$ cat src/hw/rtl/fpff_pkg.sv
// fpff_pkg: shared widths, opcode and status codes and the command struct
// for the fixed-partition first-fit allocator
// no dependencies
`default_nettype none
package fpff_pkg;

  localparam int NUM_PARTS_DEF = 4;
  localparam int NUM_REGS      = 4;

  localparam int OP_W     = 1;
  localparam int ID_W     = 16;
  localparam int SIZE_W   = 10;
  localparam int STATUS_W = 2;
  localparam int ADDR_W   = 12;
  localparam int PIDX_W   = 2;
  localparam int CFG_IDX_W = 2;

  localparam logic [OP_W-1:0] OP_ALLOC = 1'b0;
  localparam logic [OP_W-1:0] OP_FREE  = 1'b1;

  localparam logic [STATUS_W-1:0] ST_ALLOC    = 2'd0;
  localparam logic [STATUS_W-1:0] ST_NOFIT    = 2'd1;
  localparam logic [STATUS_W-1:0] ST_FREED    = 2'd2;
  localparam logic [STATUS_W-1:0] ST_NOTFOUND = 2'd3;

  // controller to datapath
  typedef struct packed {
    logic load_req;
    logic exec;
  } dp_cmd_t;

endpackage
`default_nettype wire

$ cat src/hw/rtl/fpff_if.sv
// fpff interfaces: request, result and configuration write channels
// depends on fpff_pkg
`default_nettype none
interface fpff_req_if;
  logic                          valid;
  logic                          ready;
  logic [fpff_pkg::OP_W-1:0]     opcode;
  logic [fpff_pkg::ID_W-1:0]     proc_id;
  logic [fpff_pkg::SIZE_W-1:0]   proc_size;
  modport source (output valid, opcode, proc_id, proc_size, input ready);
  modport sink   (input valid, opcode, proc_id, proc_size, output ready);
endinterface

interface fpff_rsp_if;
  logic                          valid;
  logic                          ready;
  logic [fpff_pkg::STATUS_W-1:0] status;
  logic [fpff_pkg::ADDR_W-1:0]   start_addr;
  logic [fpff_pkg::PIDX_W-1:0]   part_index;
  logic [fpff_pkg::SIZE_W-1:0]   leftover;
  modport source (output valid, status, start_addr, part_index, leftover, input ready);
  modport sink   (input valid, status, start_addr, part_index, leftover, output ready);
endinterface

interface fpff_cfg_if;
  logic                           valid;
  logic                           ready;
  logic [fpff_pkg::CFG_IDX_W-1:0] index;
  logic [fpff_pkg::SIZE_W-1:0]    data;
  modport source (output valid, index, data, input ready);
  modport sink   (input valid, index, data, output ready);
endinterface
`default_nettype wire

$ cat src/hw/rtl/fpff_ctrl.sv
// fpff_ctrl: request sequencing and result valid for the allocator
// depends on fpff_pkg
`default_nettype none
module fpff_ctrl (
  input  wire logic              clk,
  input  wire logic              rst,
  input  wire logic              in_valid,
  output logic                   in_ready,
  output logic                   out_valid,
  input  wire logic              out_ready,
  output fpff_pkg::dp_cmd_t      cmd
);

  localparam logic S_IDLE = 1'b0;
  localparam logic S_EXEC = 1'b1;

  logic state, state_next;
  logic out_valid_next;
  logic out_free;

  assign in_ready = (state == S_IDLE);
  assign out_free = !out_valid || out_ready;

  always_comb begin
    state_next     = state;
    out_valid_next = out_valid && !out_ready;
    cmd.load_req   = 1'b0;
    cmd.exec       = 1'b0;
    case (state)
      S_IDLE: begin
        if (in_valid) begin
          cmd.load_req = 1'b1;
          state_next   = S_EXEC;
        end
      end
      S_EXEC: begin
        // wait for the result register to drain before committing
        if (out_free) begin
          cmd.exec       = 1'b1;
          out_valid_next = 1'b1;
          state_next     = S_IDLE;
        end
      end
      default: state_next = S_IDLE;
    endcase
  end

  always_ff @(posedge clk) begin
    if (rst) begin
      state     <= S_IDLE;
      out_valid <= 1'b0;
    end else begin
      state     <= state_next;
      out_valid <= out_valid_next;
    end
  end

endmodule
`default_nettype wire

$ cat src/hw/rtl/fpff_dp.sv
// fpff_dp: size registers, partition table, first-fit and owner search,
// result register; depends on fpff_pkg
`default_nettype none
module fpff_dp #(
  parameter int NUM_PARTS = fpff_pkg::NUM_PARTS_DEF
) (
  input  wire logic                           clk,
  input  wire logic                           rst,
  input  wire fpff_pkg::dp_cmd_t              cmd,
  input  wire logic [fpff_pkg::OP_W-1:0]      opcode,
  input  wire logic [fpff_pkg::ID_W-1:0]      proc_id,
  input  wire logic [fpff_pkg::SIZE_W-1:0]    proc_size,
  input  wire logic                           cfg_we,
  input  wire logic [fpff_pkg::CFG_IDX_W-1:0] cfg_index,
  input  wire logic [fpff_pkg::SIZE_W-1:0]    cfg_data,
  output logic [fpff_pkg::STATUS_W-1:0]       status,
  output logic [fpff_pkg::ADDR_W-1:0]         start_addr,
  output logic [fpff_pkg::PIDX_W-1:0]         part_index,
  output logic [fpff_pkg::SIZE_W-1:0]         leftover
);

  localparam int IDX_W = $clog2(NUM_PARTS);

  logic [fpff_pkg::SIZE_W-1:0] part_size [NUM_PARTS];
  logic [NUM_PARTS-1:0]        part_used;
  logic [fpff_pkg::ID_W-1:0]   owner_id  [NUM_PARTS];

  logic [fpff_pkg::OP_W-1:0]   r_op;
  logic [fpff_pkg::ID_W-1:0]   r_id;
  logic [fpff_pkg::SIZE_W-1:0] r_size;

  logic                        fit_hit;
  logic [IDX_W-1:0]            fit_idx;
  logic [fpff_pkg::ADDR_W-1:0] fit_addr;
  logic [fpff_pkg::SIZE_W-1:0] fit_left;
  logic [fpff_pkg::ADDR_W-1:0] addr_acc;
  logic                        free_hit;
  logic [IDX_W-1:0]            free_idx;

  // partitions past the register list stay at size zero
  for (genvar g = 0; g < NUM_PARTS; g++) begin : g_size
    if (g < fpff_pkg::NUM_REGS) begin : g_reg
      always_ff @(posedge clk) begin
        if (rst) begin
          part_size[g] <= '0;
        end else if (cfg_we && cfg_index == fpff_pkg::CFG_IDX_W'(g)) begin
          part_size[g] <= cfg_data;
        end
      end
    end else begin : g_zero
      assign part_size[g] = '0;
    end
  end

  always_ff @(posedge clk) begin
    if (cmd.load_req) begin
      r_op   <= opcode;
      r_id   <= proc_id;
      r_size <= proc_size;
    end
  end

  // lowest free partition that fits, base address as a running sum, and lowest used partition owned by the id
  always_comb begin
    fit_hit  = 1'b0;
    fit_idx  = '0;
    fit_addr = '0;
    fit_left = '0;
    addr_acc = '0;
    free_hit = 1'b0;
    free_idx = '0;
    for (int i = 0; i < NUM_PARTS; i++) begin
      if (!fit_hit && !part_used[i] && r_size <= part_size[i]) begin
        fit_hit  = 1'b1;
        fit_idx  = IDX_W'(i);
        fit_addr = addr_acc;
        fit_left = part_size[i] - r_size;
      end
      addr_acc = addr_acc + fpff_pkg::ADDR_W'(part_size[i]);
      if (!free_hit && part_used[i] && owner_id[i] == r_id) begin
        free_hit = 1'b1;
        free_idx = IDX_W'(i);
      end
    end
  end

  always_ff @(posedge clk) begin
    if (rst) begin
      part_used <= '0;
    end else if (cmd.exec) begin
      if (r_op == fpff_pkg::OP_ALLOC) begin
        if (fit_hit) part_used[fit_idx] <= 1'b1;
      end else if (free_hit) begin
        part_used[free_idx] <= 1'b0;
      end
    end
  end

  always_ff @(posedge clk) begin
    if (cmd.exec && r_op == fpff_pkg::OP_ALLOC && fit_hit) begin
      owner_id[fit_idx] <= r_id;
    end
  end

  // leftover is reckoned from the partition size (less the request size on an allocate), so no leftover table is kept
  always_ff @(posedge clk) begin
    if (cmd.exec) begin
      status     <= fpff_pkg::ST_NOFIT;
      start_addr <= '0;
      part_index <= '0;
      leftover   <= '0;
      if (r_op == fpff_pkg::OP_ALLOC) begin
        if (fit_hit) begin
          status     <= fpff_pkg::ST_ALLOC;
          start_addr <= fit_addr;
          part_index <= fpff_pkg::PIDX_W'(fit_idx);
          leftover   <= fit_left;
        end
      end else if (free_hit) begin
        status     <= fpff_pkg::ST_FREED;
        part_index <= fpff_pkg::PIDX_W'(free_idx);
        leftover   <= part_size[free_idx];
      end else begin
        status     <= fpff_pkg::ST_NOTFOUND;
      end
    end
  end

endmodule
`default_nettype wire

$ cat src/hw/rtl/fixed_partition_first_fit_allocator.sv
// fixed_partition_first_fit_allocator: top level, joins controller and datapath
// depends on fpff_pkg, fpff_if, fpff_ctrl, fpff_dp
//
// Usage:
//   cfg  - write channel; index 0..3 selects part0_size..part3_size, always
//          ready. Write only while no request is in flight.
//   req  - allocate (opcode 0, proc_id, proc_size) or free (opcode 1, proc_id)
//   rsp  - one result per request: status, start_addr, part_index, leftover
// Order: the request is registered first, and the parallel first-fit / owner
//   search and table update commit once the result register is free, loading
//   the result onto rsp; only one request is in flight.
// Stall: while a result waits on rsp, the next request is accepted and
//   held; it commits as soon as the result register is taken.
// Reset: rst (synchronous) clears sizes to zero, marks every partition free
//   and drops rsp.valid. No clearing pass is needed.
`default_nettype none
module fixed_partition_first_fit_allocator #(
  parameter int NUM_PARTS = fpff_pkg::NUM_PARTS_DEF
) (
  input wire logic clk,
  input wire logic rst,
  fpff_req_if.sink   req,
  fpff_rsp_if.source rsp,
  fpff_cfg_if.sink   cfg
);

  fpff_pkg::dp_cmd_t cmd;

  assign cfg.ready = 1'b1;

  fpff_ctrl u_ctrl (
    .clk       (clk),
    .rst       (rst),
    .in_valid  (req.valid),
    .in_ready  (req.ready),
    .out_valid (rsp.valid),
    .out_ready (rsp.ready),
    .cmd       (cmd)
  );

  fpff_dp #(
    .NUM_PARTS (NUM_PARTS)
  ) u_dp (
    .clk        (clk),
    .rst        (rst),
    .cmd        (cmd),
    .opcode     (req.opcode),
    .proc_id    (req.proc_id),
    .proc_size  (req.proc_size),
    .cfg_we     (cfg.valid),
    .cfg_index  (cfg.index),
    .cfg_data   (cfg.data),
    .status     (rsp.status),
    .start_addr (rsp.start_addr),
    .part_index (rsp.part_index),
    .leftover   (rsp.leftover)
  );

endmodule
`default_nettype wire

$ cat src/flat_wrapper.sv
// flat-port wrapper written by rule: the top's interface ports become plain ports
module fixed_partition_first_fit_allocator_flat 
#(
  parameter int NUM_PARTS = fpff_pkg::NUM_PARTS_DEF
)
  (clk, rst, req_valid, req_opcode, req_proc_id, req_proc_size, req_ready, rsp_valid, rsp_status, rsp_start_addr, rsp_part_index, rsp_leftover, rsp_ready, cfg_valid, cfg_index, cfg_data, cfg_ready);
  fpff_req_if req_i ();
  fpff_rsp_if rsp_i ();
  fpff_cfg_if cfg_i ();
  input wire logic clk;
  input wire logic rst;
  input wire logic [$bits(req_i.valid)-1:0] req_valid;
  input wire logic [$bits(req_i.opcode)-1:0] req_opcode;
  input wire logic [$bits(req_i.proc_id)-1:0] req_proc_id;
  input wire logic [$bits(req_i.proc_size)-1:0] req_proc_size;
  output wire logic [$bits(req_i.ready)-1:0] req_ready;
  output wire logic [$bits(rsp_i.valid)-1:0] rsp_valid;
  output wire logic [$bits(rsp_i.status)-1:0] rsp_status;
  output wire logic [$bits(rsp_i.start_addr)-1:0] rsp_start_addr;
  output wire logic [$bits(rsp_i.part_index)-1:0] rsp_part_index;
  output wire logic [$bits(rsp_i.leftover)-1:0] rsp_leftover;
  input wire logic [$bits(rsp_i.ready)-1:0] rsp_ready;
  input wire logic [$bits(cfg_i.valid)-1:0] cfg_valid;
  input wire logic [$bits(cfg_i.index)-1:0] cfg_index;
  input wire logic [$bits(cfg_i.data)-1:0] cfg_data;
  output wire logic [$bits(cfg_i.ready)-1:0] cfg_ready;
  assign req_i.valid = req_valid;
  assign req_i.opcode = req_opcode;
  assign req_i.proc_id = req_proc_id;
  assign req_i.proc_size = req_proc_size;
  assign req_ready = req_i.ready;
  assign rsp_valid = rsp_i.valid;
  assign rsp_status = rsp_i.status;
  assign rsp_start_addr = rsp_i.start_addr;
  assign rsp_part_index = rsp_i.part_index;
  assign rsp_leftover = rsp_i.leftover;
  assign rsp_i.ready = rsp_ready;
  assign cfg_i.valid = cfg_valid;
  assign cfg_i.index = cfg_index;
  assign cfg_i.data = cfg_data;
  assign cfg_ready = cfg_i.ready;
  fixed_partition_first_fit_allocator #(.NUM_PARTS(NUM_PARTS)) u_core (.clk(clk), .rst(rst), .req(req_i), .rsp(rsp_i), .cfg(cfg_i));
endmodule
$ cat config.mk
export PLATFORM = sky130hd
export DESIGN_NAME = fixed_partition_first_fit_allocator_flat
export DESIGN_NICKNAME = d
export VERILOG_FILES = /design/src/hw/rtl/fpff_pkg.sv /design/src/hw/rtl/fpff_if.sv /design/src/hw/rtl/fpff_ctrl.sv /design/src/hw/rtl/fpff_dp.sv /design/src/hw/rtl/fixed_partition_first_fit_allocator.sv /design/src/flat_wrapper.sv
export SDC_FILE = /design/constraint.sdc
export NUM_CORES = 1
export LEC_CHECK = 0
export BUFFER_PORTS_ARGS = -buffer_cell sky130_fd_sc_hd__buf_2
export CORE_ASPECT_RATIO = 0.6
export CORE_UTILIZATION = 55
export CTS_CLUSTER_SIZE = 20
export DETAILED_ROUTE_END_ITERATION = 10
export GPL_ROUTABILITY_DRIVEN = 0
export PLACE_DENSITY_LB_ADDON = 0.15
export RECOVER_POWER = 25
export SLEW_MARGIN = 20
export SYNTH_ARGS = -nofsm -noshare
export SYNTH_HDL_FRONTEND = slang
export SYNTH_SLANG_ARGS = --single-unit
$ cat constraint.sdc
create_clock -name clk -period 4.4 [get_ports clk]
set_clock_uncertainty 0.2 [all_clocks]
set_input_delay 0.22 -clock clk [delete_from_list [all_inputs] [get_ports clk]]
set_output_delay 0.22 -clock clk [all_outputs]
set_load 0.03 [all_outputs]
## Word-level counts from Yosys, hierarchy flattened

Memory sizes are Yosys's and may differ from the RTL's.
Index checks and enable logic that the tools add are counted.

| word-level totals | value |
|---|---|
| bits in registers | 59 |
| RAM bits | 104 |
| input bits | 44 |
| output and inout bits | 29 |
| memories | 2 |

Memories:

| name | words | bits a word | rd ports | clocked after memory_dff | wr ports | RTL line | text |
|---|---|---|---|---|---|---|---|
| u_core.u_dp.owner_id | 4 | 16 | 4 | 0 | 1 | fpff_dp.sv:26 | `logic [fpff_pkg::ID_W-1:0] owner_id [NUM_PARTS];` |
| u_core.u_dp.part_size | 4 | 10 | 5 | 0 | 4 | fpff_dp.sv:24 | `logic [fpff_pkg::SIZE_W-1:0] part_size [NUM_PARTS];` |

| cells by class | value |
|---|---|
| add/sub/neg operators | 6 |
| order comparisons | 8 |
| equal/unequal tests | 8 |
| muxes and demuxes | 65 |
| bitwise gates (word level) | 10 |
| reductions and logical operators | 40 |

Operator list:

| kind | count |
|---|---|
| 2-to-1 mux 10 bit | 12 |
| equality test 16 bit | 4 |
| less-or-equal comparator 10 bit | 4 |
| subtractor 10 bit | 4 |
| 2-to-1 mux 1 bit | 37 |
| 2-to-1 mux 12 bit | 2 |
| logical AND 1 bit | 23 |
| 2-to-1 mux 2 bit | 8 |
| adder 11 x 10 -> 12 bit | 1 |
| logical NOT 1 bit | 12 |
| 2-to-1 mux 4 bit | 3 |
| adder 10 x 10 -> 11 bit | 1 |
| less-than comparator 2 x 3 -> 1 bit (second input constant) | 2 |
| AND 4 bit | 1 |
| demux 1 bit (select 2 bit) | 2 |
| equality test 2 bit (second input constant) | 2 |
| >= comparator 2 x 1 -> 1 bit (second input constant) | 2 |
| NOT 4 bit | 1 |
| OR 1 bit | 4 |
| OR 4 bit | 1 |
| NOT 1 bit | 3 |
| AND reduction 3 bit | 1 |
| equality test 2 x 1 -> 1 bit (second input constant) | 1 |
| logical NOT 2 bit | 1 |
| other kinds (5) | 5 |

## Depth between registers and ports, before layout

Gate-level depths: netlist of the first run.
An unclocked memory read counts as a cell.

| depth | value |
|---|---|
| word-level depth | 24 |
| gate-level depth with buffers | 15 |
| mapped depth without buffers | 15 |

## Modules after synthesis

A second synthesis of the first run with hierarchy kept.

| second synthesis, totals | value |
|---|---|
| cells, all modules | 818 |
| area, all modules | 9450.3 um^2 |

Modules (own cells, without submodules):

| module | instances | cells each | area an instance (um^2) |
|---|---|---|---|
| fpff_dp | 1 | 807 | 9351.5 |
| fpff_ctrl | 1 | 9 | 87.6 |
| fixed_partition_first_fit_allocator | 1 | 2 | 11.3 |

## Worst setup path after synthesis of the first run

OpenSTA, ideal clock, no wires.

| timing | value |
|---|---|
| path kind | reg2reg |
| start point | register u_core.u_dp.r_size[0] in the netlist's numbering |
| end point | memory u_core.u_dp.owner_id[1][0] in the netlist's numbering (enable) |
| setup time | 0.433 ns |
| data arrival time | 3.478 ns |
| required time | 3.767 ns |
| path slack | 0.288 ns |
| stages on the path, launching flop included | 10 |
| path buffers | 1 |
| period minus slack after synthesis | 4.112 ns |
| path through | edfxtp_1 > ha_1 > inv_1 > fa_1 > nand3_1 > nand3_1 > nand3_1 > a311o_1 > clkbuf_1 > nor4_1 |

| between the ends | value |
|---|---|
| longest elaborated chain between the ends | 18 |
| elaborated cells on any way between the ends | 24 |
| classes of those cells | 4 x order compare; 9 x mux; 11 x reduce/logical |

RTL lines:

| element | RTL line | text |
|---|---|---|
| start, declared | fpff_dp.sv:30 | `logic [fpff_pkg::SIZE_W-1:0] r_size;` |
| start signal, assigned | fpff_dp.sv:59 | `r_size <= proc_size;` |
| less-or-equal comparator 10 bit | fpff_dp.sv:73 | `if (!fit_hit && !part_used[i] && r_size <= part_size[i]) begin` |
| logical AND 1 bit | fpff_dp.sv:73 |  |
| 2-to-1 mux 1 bit | fpff_dp.sv:73 |  |
| logical NOT 1 bit | fpff_dp.sv:73 |  |
| logical AND 1 bit (2 in a row) | fpff_dp.sv:73 |  |
| 2-to-1 mux 1 bit | fpff_dp.sv:73 |  |
| logical NOT 1 bit | fpff_dp.sv:73 |  |
| logical AND 1 bit (2 in a row) | fpff_dp.sv:73 |  |
| 2-to-1 mux 1 bit | fpff_dp.sv:73 |  |
| logical NOT 1 bit | fpff_dp.sv:73 |  |
| logical AND 1 bit (2 in a row) | fpff_dp.sv:73 |  |
| 2-to-1 mux 1 bit | fpff_dp.sv:73 |  |
| logical AND 1 bit | fpff_dp.sv:100 | `if (cmd.exec && r_op == fpff_pkg::OP_ALLOC && fit_hit) begin` |
| 2-to-1 mux 1 bit | fpff_dp.sv:100 |  |
| 2-to-1 mux 1 bit (not written as such) | fpff_dp.sv:101 | `owner_id[fit_idx] <= r_id;` |
| end, declared | fpff_dp.sv:26 |  |

Several ways; a longest one is shown, not always the timed one.

==> flow_metrics.tcl, run 1 <==
set metrics [dict create \
    drv_slew 0 \
    synth_area_leader_cell "edfxtp_1" \
    ys_seq_elements 163 \
    layout_common_cells "edfxtp_1, buf_2, xnor2_1" \
    wl_per_cell_um 23.33 \
    crit_family "compound AO/OA/AOI/OAI gates" \
    antenna_left 0 \
    ctsResizeCount 0 \
    die_x_um 170.4 \
    die_area_um2 17560 \
    synth_edf_count 157 \
    synth.area.mux_share_pct 0 \
    yosys.area_share.adder_pct 9.304 \
    avgViaCountPerCell 6.386 \
    yosys_warnings 0 \
    period_share_pct 90.56 \
    grt_pass1_wl_um 40230 \
    tritoncts "yes" \
    async_flop_share_pct 0 \
    p_per_area_nw_per_um2 413.4 \
    rows 36 \
    run_status "finished clean" \
    worst_slew_pin_slew_ns 1.072 \
    crit_type "reg -> reg" \
    n_antenna_cell 0 \
    drt_wl_total_um 27240 \
    clkTransAtPathRegs_ns 0.08 \
    fin_setup_tns_ns 0 \
    clock_path_buffers 2 \
    crit_fanout 5 \
    overflow 0 \
    yosys.area_share.simple_pct 12.90 \
    syn-instance-count 805 \
    antenna_found_initial 0 \
    slew_headroom_pct 28.39 \
    syn-mean-instance-area_um2 11.63 \
    ir_drop_mv 0.2534 \
    startpoint_type "flip-flop" \
    finalSetupViolCount 0 \
    yosys.area.top_type_share_pct 50.37 \
    port_buffers 71 \
    core_um2 16440 \
    layout-drive-gt1-share_pct 13.30 \
    worst-path-buf-inv 0 \
    dp_hpwl_um 20030 \
    required_ns 4.40 \
    drt_pass1_iterations 8 \
    ys.flop_type "edfxtp_1" \
    max_cap_violations 0 \
    synth-seq-area-share_pct 51.65 \
    cts_buffers 17 \
    cp_cell_sequence "ha_1 -> fa_1 -> a21o_1 -> a21oi_1 -> o21ai_0 -> nor2_1 -> xnor2_1 -> ha_1 -> nor3_1 -> o211ai_1 -> a31o_2 -> a21o_1 -> xor2_1 -> a22oi_1 -> a21oi_1" \
    vias 7459 \
    rsz0062_at_grt "no" \
    hold_viol 0 \
    syn_to_final_growth_pct 18.07 \
    clock.fmax_ghz 0.2510 \
    layout_commonest_cell "edfxtp_1" \
    crit_arrival_ns 3.99 \
    ys_types 64 \
    start_util_pct 56.93 \
    h-tree-depth 4 \
    drc 0 \
    netlist_area_um2 9360 \
    leakage_nw 4.145 \
    fin_nets 1037 \
    grt_start_max_net_pins 29 \
    p_total_w 0.004569 \
    cts.sinks 163 \
    synth_nets 915 \
    slowest_delay_ns 0.48 \
    crit_path_end_kind "flip-flop" \
    crit_slowest_cell "edfxtp_1" \
    synth_top_family_by_area "compound AO/OA/AOI/OAI gates" \
    drt_iter0_drc 1152 \
    ioPinCount 73 \
    grt_use_total_pct 32.25 \
    die_h_um 103.1 \
    synth-xor-area-share_pct 9.825 \
    synth_area_leaders "edfxtp_1, ha_1, xnor2_1, xor2_1, and2_1" \
    clock_latency_ns 0.44 \
    synth_compound_area_share_pct 14.20 \
    hold_class "in -> reg" \
    period_needed_ns 3.985 \
    ctsRootBufferMaster "clkbuf_16" \
    grt_pass1_vias 6771 \
]
-- what timing repair did --
item                      CTS  global route
hold endpoints to repair   73             0
setup buffers               0             0
hold buffers               42             0
-- synthesized netlist by cell type (all sizes together) (5+ instances only) --
cell,count
buf,10
o21ai,29
clkbuf,9
nand2,50
xor2,41
dfxtp,6
or3,6
nor4,14
a21o,14
a211oi,9
nor3,23
fa,6
a21oi,50
nor2b,9
a222oi,10
nand2b,9
a21boi,10
edfxtp,157
ha,60
o22ai,15
and2,42
nand4,12
inv,25
nand3,13
nor2,42
o21bai,5
xnor2,64
a22oi,10
-- power breakdown --
group | internal [W] | switching (W)
combinational | 0.000429 | 0.000686
clock | 0.000827 | 0.000722
sequential | 0.00180 | 0.000102
total | 0.00306 | 0.00151
-- sequential cells by signal (all words and copies together) (netlist names) --
signal	cells
u_core.u_ctrl.state	1
u_core.u_dp.r_id	16
u_core.u_ctrl.out_valid	1
u_core.u_dp.part_size	40
u_core.u_dp.r_size	10
u_core.u_dp.start_addr	12
u_core.u_dp.status	2
u_core.u_dp.leftover	10
u_core.u_dp.owner_id	64
u_core.u_dp.r_op	1
u_core.u_dp.part_used	4
u_core.u_dp.part_index	2
-- worst register-to-register path, stage by stage, from the launching register on --
cell,delay (ns)
edfxtp_1,0.48
ha_1,0.26
fa_1,0.40
a21o_1,0.19
a21oi_1,0.21
o21ai_0,0.19
nor2_1,0.15
xnor2_1,0.11
ha_1,0.27
nor3_1,0.26
o211ai_1,0.19
a31o_2,0.27
a21o_1,0.20
xor2_1,0.14
a22oi_1,0.14
a21oi_1,0.09
-- cell type report --
class                   count  area (µm²)
fillers                  1225        5389
flip-flops and latches    163        4835
multi-input cells         598        4369
repair buffers            122       840.8
clock buffers              17       425.4
well taps                 228       285.3
clock inverters            15       202.7
inverters                  25       93.84
-- cells by family (layout without fill, tap and decap cells) --
kind of cell	after synthesis	count (layout)
flops	163	163
buf+inv	44	179
fa+ha+maj	66	66
other cells	1	1
compound gates	197	197
xor+xnor	105	105
simple gates	229	229
-- per-layer routing --
metal | vias to the layer above | GRT usage (%) | wire length, µm
li1 | 3307 | - | -
met1 | 3525 | 48.93 | 12350
met2 | 573 | 41.61 | 10150
met3 | 54 | 13.13 | 4280
met4 | 0 | 8.316 | 459
met5 | - | 0 | 0
-- worst paths after layout --
path / slack (ns) / cells past startpoint / from / end
worst max register to register: 0.42 / 15 / u_core.u_dp.part_size[0][0] / u_core.u_dp.start_addr[9]
worst max-delay path: 0.42 / 15 / u_core.u_dp.part_size[0][0] / u_core.u_dp.start_addr[9]
worst min register to register: 0.33 / 2 / u_core.u_dp.part_used[2] / u_core.u_dp.part_used[2]
worst min-delay path: 0.23 / 2 / cfg_valid / u_core.u_dp.part_size[3][9]
-- per-stage QoR --
| step | hold WS [ns] | setup WS [ns] | cells | area (µm²) | utilization (%) |
|---|---|---|---|---|---|
| floorplan | 0.1189 | 0.2884 | 805 | 9360 | - |
| global placement | 0.1960 | 0.7224 | 1094 | 9995 | 60.79 |
| detailed placement | 0.1981 | 0.5622 | 1094 | 9995 | 60.79 |
| CTS | 0.2054 | 0.5512 | 1168 | 11040 | 67.17 |
| global route | 0.2412 | 0.1950 | 1168 | 11050 | 67.22 |
| finish | 0.2280 | 0.4154 | 1168 | 11050 | 67.22 |
Power figures use the tool's default switching activity.
==> inputs of run 2 (changes only) <==
--- a/config.mk
+++ b/config.mk
@@ -5,11 +5,11 @@
 export SDC_FILE = /design/constraint.sdc
 export NUM_CORES = 1
 export LEC_CHECK = 0
-export BUFFER_PORTS_ARGS = -buffer_cell sky130_fd_sc_hd__buf_2
 export CORE_ASPECT_RATIO = 0.6
-export CORE_UTILIZATION = 55
+export CORE_UTILIZATION = 30
 export CTS_CLUSTER_SIZE = 20
 export DETAILED_ROUTE_END_ITERATION = 10
+export DONT_BUFFER_PORTS = 1
 export GPL_ROUTABILITY_DRIVEN = 0
 export PLACE_DENSITY_LB_ADDON = 0.15
 export RECOVER_POWER = 25
@@ -17,3 +17,4 @@
 export SYNTH_ARGS = -nofsm -noshare
 export SYNTH_HDL_FRONTEND = slang
 export SYNTH_SLANG_ARGS = --single-unit
+export TNS_END_PERCENT = 10
==> flow_metrics.tcl, run 2 (synthesis gave the netlist of run 1 again) <==
set metrics [dict create \
    syn_to_final_growth_pct 17.32 \
    hold_viol 0 \
    overflow 0 \
    cts.sinks 163 \
    die_area_um2 31930 \
    ctsResizeCount 0 \
    h-tree-depth 4 \
    fin_nets 982 \
    drt_pass1_iterations 9 \
    p_per_area_nw_per_um2 408.0 \
    run_status "finished clean" \
    worst_slew_pin_slew_ns 1.116 \
    grt_pass1_wl_um 44330 \
    dp_hpwl_um 23270 \
    drv_slew 0 \
    pre_cts_ws_ns 0.5739 \
    die_x_um 230.0 \
    die_h_um 138.8 \
    hold_buffers 41 \
    rows 49 \
    layout_common_cells "edfxtp_1, xnor2_1, ha_1" \
    vias 6880 \
    start_util_pct 30.91 \
    regMostFlops "u_core.u_dp.owner_id" \
    crit_path_end_kind "flip-flop" \
    drc 0 \
    required_ns 4.41 \
    clkTransAtPathRegs_ns 0.07 \
    crit_fanout 4 \
    leakage_nw 3.906 \
    slew_headroom_pct 25.43 \
    hold_class "in -> reg" \
    final_area_um2 10980 \
    clock.fmax_ghz 0.2556 \
    cts_buffers 17 \
    ioPinCount 73 \
    max_cap_violations 0 \
    ir_drop_mv 0.2781 \
    period_needed_ns 3.912 \
    wl_per_cell_um 23.80 \
    grt_start_max_net_pins 28 \
    ctsRootBufferMaster "clkbuf_16" \
    rsz0062_at_grt "no" \
    core_um2 30290 \
    clock_path_buffers 2 \
    grt_pass1_vias 6345 \
    crit_arrival_ns 3.92 \
    layout-drive-gt1-share_pct 7.928 \
    fin_setup_tns_ns 0 \
    period_share_pct 88.91 \
    drt_wl_total_um 30740 \
    utilization_pct 36.26 \
    finalSetupViolCount 0 \
    startpoint_type "flip-flop" \
    largest_register_ffs 64 \
    antenna_left 0 \
    reg_top3 "u_core.u_dp.owner_id x64, u_core.u_dp.part_size x40, u_core.u_dp.r_id x16" \
    tritoncts "yes" \
    holdWs_ns 0.02665 \
    grt_use_total_pct 19.69 \
    crit_type "reg -> reg" \
    post-cts-setup-buffer-count 0 \
    antenna_found_initial 1 \
    port_buffers 0 \
    post_dp_cell_area_um2 9992 \
    drt_iter0_drc 822 \
    layout_commonest_cell "edfxtp_1" \
    avgViaCountPerCell 5.325 \
    worst_slack_ns 0.4881 \
    clock_latency_ns 0.46 \
]
## run 2: area by class of cell
type / instances / area, µm²
Timing Repair Buffer: 67 / 610.6
Multi-Input combinational cell: 598 / 4378
Inverter: 25 / 93.84
Clock inverter: 12 / 122.6
Sequential cell: 163 / 4835
Fill cell: 3033 / 19300
Antenna cell: 1 / 2.502
Clock buffer: 18 / 429.2
Tap cell: 408 / 510.5
## run 2: worst max-delay path, stage by stage (launching register included)
cell and delay, ns:
edfxtp_1 0.48, ha_1 0.28, fa_1 0.54, fa_1 0.48
a21o_1 0.18, a21oi_1 0.22, o21ai_0 0.17, o41ai_1 0.52
o21ai_0 0.21, xor2_1 0.17, a22oi_1 0.16, nor2_1 0.06
## run 2: power by group
group / leakage, nW / switching [W] / total (W) / internal [W]
Sequential: 1.52 / 0.000157 / 0.00196 / 0.00181
Clock: 0.266 / 0.000674 / 0.00146 / 0.000783
Combinational: 2.12 / 0.000641 / 0.00106 / 0.000420
Total: 3.91 / 0.00147 / 0.00448 / 0.00301
## run 2: layer usage
| layer | part of all wire, % | GRT usage [%] |
|---|---|---|
| met5 | 0.26 | 1.637 |
| met4 | 0.76 | 3.974 |
| met3 | 10 | 7.566 |
| met2 | 32 | 20.81 |
| met1 | 57 | 33.94 |
## run 2: path summary, 6_finish.rpt
| path | slack (ns) | cells past startpoint | to | from |
|---|---|---|---|---|
| setup / recovery | 0.49 | 11 | u_core.u_dp.start_addr[10] | u_core.u_dp.part_size[0][0] |
| hold / removal | 0.03 | 2 | u_core.u_dp.part_size[1][0] | cfg_index[1] |
| setup reg to reg | 0.49 | 11 | u_core.u_dp.start_addr[10] | u_core.u_dp.part_size[0][0] |
| hold reg to reg | 0.35 | 2 | u_core.u_dp.part_used[3] | u_core.u_dp.part_used[3] |
## run 2: metrics by stage
| stage | std cells | total power (W) |
|---|---|---|
| floorplan | 805 | 0.002639 |
| CTS | 1289 | 0.004495 |
| finish | 1292 | 0.004480 |
| detailed placement | 1218 | 0.002981 |
| global placement | 1218 | 0.002998 |
| global route | 1292 | 0.004683 |
==> inputs of run 3 (changes only) <==
--- a/config.mk
+++ b/config.mk
@@ -16,5 +16,6 @@
 export SLEW_MARGIN = 20
 export SYNTH_ARGS = -nofsm -noshare
 export SYNTH_HDL_FRONTEND = slang
+export SYNTH_HIERARCHICAL = 1
 export SYNTH_SLANG_ARGS = --single-unit
 export TNS_END_PERCENT = 10
==> flow_metrics.tcl, run 3 <==
set metrics [dict create \
    run_status "finished clean" \
    vias 6860 \
    syn-instance-count 818 \
    start_util_pct 31.01 \
    port_buffers 0 \
    h-tree-depth 4 \
    clock_path_buffers 2 \
    largest_register_ffs 64 \
    worst_slew_pin_slew_ns 1.034 \
    ioPinCount 73 \
    combinationalPowerShare_pct 24.1 \
    fillerInstances 3015 \
    hold_viol 0 \
    ys_seq_elements 163 \
    yosysMostFrequentCell "edfxtp_1" \
    antenna_left 0 \
    ctsRootBufferMaster "clkbuf_16" \
    clkPwrFrac_pct 31.7 \
    crit_path_end_kind "flip-flop" \
    holdPathEnd "u_core/u_dp/part_size[1][4]" \
    hold_depth 1 \
    clock.fmax_ghz 0.2314 \
    wl_per_cell_um 23.49 \
    drc 0 \
    crit_arrival_ns 4.30 \
    clkTransAtPathRegs_ns 0.07 \
    cts_buffers 17 \
    netlist_area_um2 9450 \
    clock_latency_ns 0.45 \
    sw_frac_of_total_pct 33.07 \
    avgViaCountPerCell 5.249 \
    tritoncts "yes" \
    hold_class "in -> reg" \
    regMostFlops "u_core/u_dp/owner_id" \
    die_h_um 139.5 \
    overflow 0 \
    yosys_warnings 6 \
    syn-mean-instance-area_um2 11.55 \
    max_cap_violations 0 \
    synth_edf_count 157 \
    drt_pass1_iterations 7 \
    ys.flop_type "edfxtp_1" \
    reg2reg_to "u_core/u_dp/leftover[9]" \
    critPathLaunch "u_core/u_dp/r_size[0]" \
    fin_setup_tns_ns 0 \
    layout_commonest_cell "edfxtp_1" \
    dp_hpwl_um 23410 \
    layout-drive-gt1-share_pct 8.241 \
    dp.cells 1228 \
    cts.sinks 163 \
    internal_power_w 0.002934 \
    rrSetupSlack_ns 0.08 \
    synth_nets 928 \
    drv_slew 0 \
    yosys.area.top_type_share_pct 49.89 \
    period_needed_ns 4.322 \
    drt_iter0_drc 777 \
    synth-seq-area-share_pct 51.16 \
    antenna_found_initial 0 \
    reg_top3 "u_core/u_dp/owner_id x64, u_core/u_dp/part_size x40, u_core/u_dp/r_id x16" \
    ys_types 67 \
    synth_common_cells "edfxtp_1, nand2_1, xor2_1" \
    netSwitchingPower_w 0.001450 \
    rsz0062_at_grt "no" \
    grt_pass1_vias 6401 \
    finalSetupViolCount 0 \
    stdcell_count 1307 \
    leakage_nw 4.033 \
    post-cts-setup-buffer-count 0 \
    synth_area_leader_cell "edfxtp_1" \
    crit_type "reg -> reg" \
    syn_to_final_growth_pct 16.91 \
    drt_wl_total_um 30700 \
    ir_drop_mv 0.2453 \
    seq_power_share_pct 44.2 \
    die_x_um 231.1 \
    hold_start "cfg_index[0]" \
    synth_area_leaders "edfxtp_1, ha_1, xor2_1, xnor2_1, and2_1" \
    fin_nets 995 \
    core_um2 30470 \
    reg2reg_from "u_core/u_dp/r_size[0]" \
    grt_start_max_net_pins 36 \
    rows 49 \
    slew_headroom_pct 30.51 \
    period_share_pct 98.22 \
    startpoint_type "flip-flop" \
    async_flop_share_pct 0 \
    reg2reg_depth 11 \
    grt_use_total_pct 19.52 \
    die_area_um2 32240 \
    layout_common_cells "edfxtp_1, nand2_1, xor2_1" \
    p_per_area_nw_per_um2 396.7 \
    grt_pass1_wl_um 44260 \
    required_ns 4.38 \
    crit_fanout 6 \
]
run 3: cell types whose count changed in the layout (fill, tap and decap cells not counted), moves of 10 or more:
cell / before / now
a22oi_1: 10 / 26
xnor2_1: 64 / 45
nand2_1: 50 / 65
a21boi_1: 10 / 0
xor2_1: 41 / 63
and3_1: 0 / 10
run 3: cell type report:
class	instances	area [µm²]	share of cell area, %
inverters	27	101.3	0.9173
multi-input cells	609	4436	40.15
flip-flops and latches	163	4835	43.76
clock inverters	15	107.6	0.9740
clock buffers	17	425.4	3.851
diodes	1	2.502	0.02265
repair buffers	67	630.6	5.708
well taps	408	510.5	4.621
run 3: how the worst max path moves through the flow:
stage / to / slack [ns] / cells past startpoint
after global routing: u_core/u_dp/leftover[9] / 0.1 / 11
after global placement: u_core/u_dp/leftover[9] / 0.24 / 12
final: u_core/u_dp/leftover[9] / 0.08 / 11
after floorplan: u_core/u_dp/start_addr[9] / 0.92 / 15
after CTS: u_core/u_dp/leftover[9] / 0.25 / 11
after detailed placement: u_core/u_dp/leftover[9] / 0.30 / 11
run 3: critical path: stages, from the launching register on:
cell	delay, ns
edfxtp_1	0.55
ha_1	0.25
inv_1	0.06
fa_1	0.41
nand3_1	0.16
a311oi_2	0.15
a2111oi_4	0.39
nor3_2	0.16
or4_1	0.74
nor4_2	0.66
a311o_1	0.21
nand2_1	0.11
run 3: cell families (layout without fill, tap and decap cells):
logic type	count (synthesis)	count (layout)	synth area share, %
compound gates	191	191	14.18
other cells	1	2	0.03968
flops	163	163	51.16
fa+ha+maj	66	66	9.215
buf+inv	46	126	2.079
xor+xnor	108	108	10.01
simple gates	242	242	13.21
mux	1	1	0.1059
run 3: power by group through the flow:
stage                     combinational (W)  sequential [W]  clock, W
after floorplan                    0.000715         0.00191         0
after global placement             0.000983         0.00197         0
after detailed placement           0.000973         0.00197         0
after CTS                           0.00102         0.00194   0.00144
after global routing                0.00114         0.00195   0.00150
final                               0.00105         0.00194   0.00139
run 3: repair_timing:
item / 4_1_cts / 5_1_grt
endpoints found under the setup margin: 0 / 0
endpoints found under the hold margin: 93 / 10
hold buffers: 43 / 3
resized for setup: 0 / 0
run 3: per-stage QoR:
step	hold slack (ns)	power (W)	util (%)	setup slack, ns	cell area [µm²]
3_3_place_gp	0.09310	0.002954	32.97	0.2385	10050
4_1_cts	0.001268	0.004401	36.14	0.2463	11010
6_report	0.04495	0.004383	36.26	0.07825	11050
5_1_grt	0.02665	0.004579	36.25	0.09869	11050
2_1_floorplan	0.08907	0.002626	-	0.9157	9450
3_5_place_dp	0.09667	0.002945	32.97	0.3016	10050
run 3: layer usage:
| metal | track usage, % | vias to the layer above | share of wire (%) | wire (µm) |
|---|---|---|---|---|
| li1 | - | 3232 | - | - |
| met1 | 33.57 | 3349 | 57 | 17640 |
| met2 | 20.78 | 252 | 32 | 9893 |
| met3 | 7.152 | 27 | 9.0 | 2761 |
| met4 | 4.636 | 0 | 1.3 | 399 |
| met5 | 0 | - | 0 | 0 |
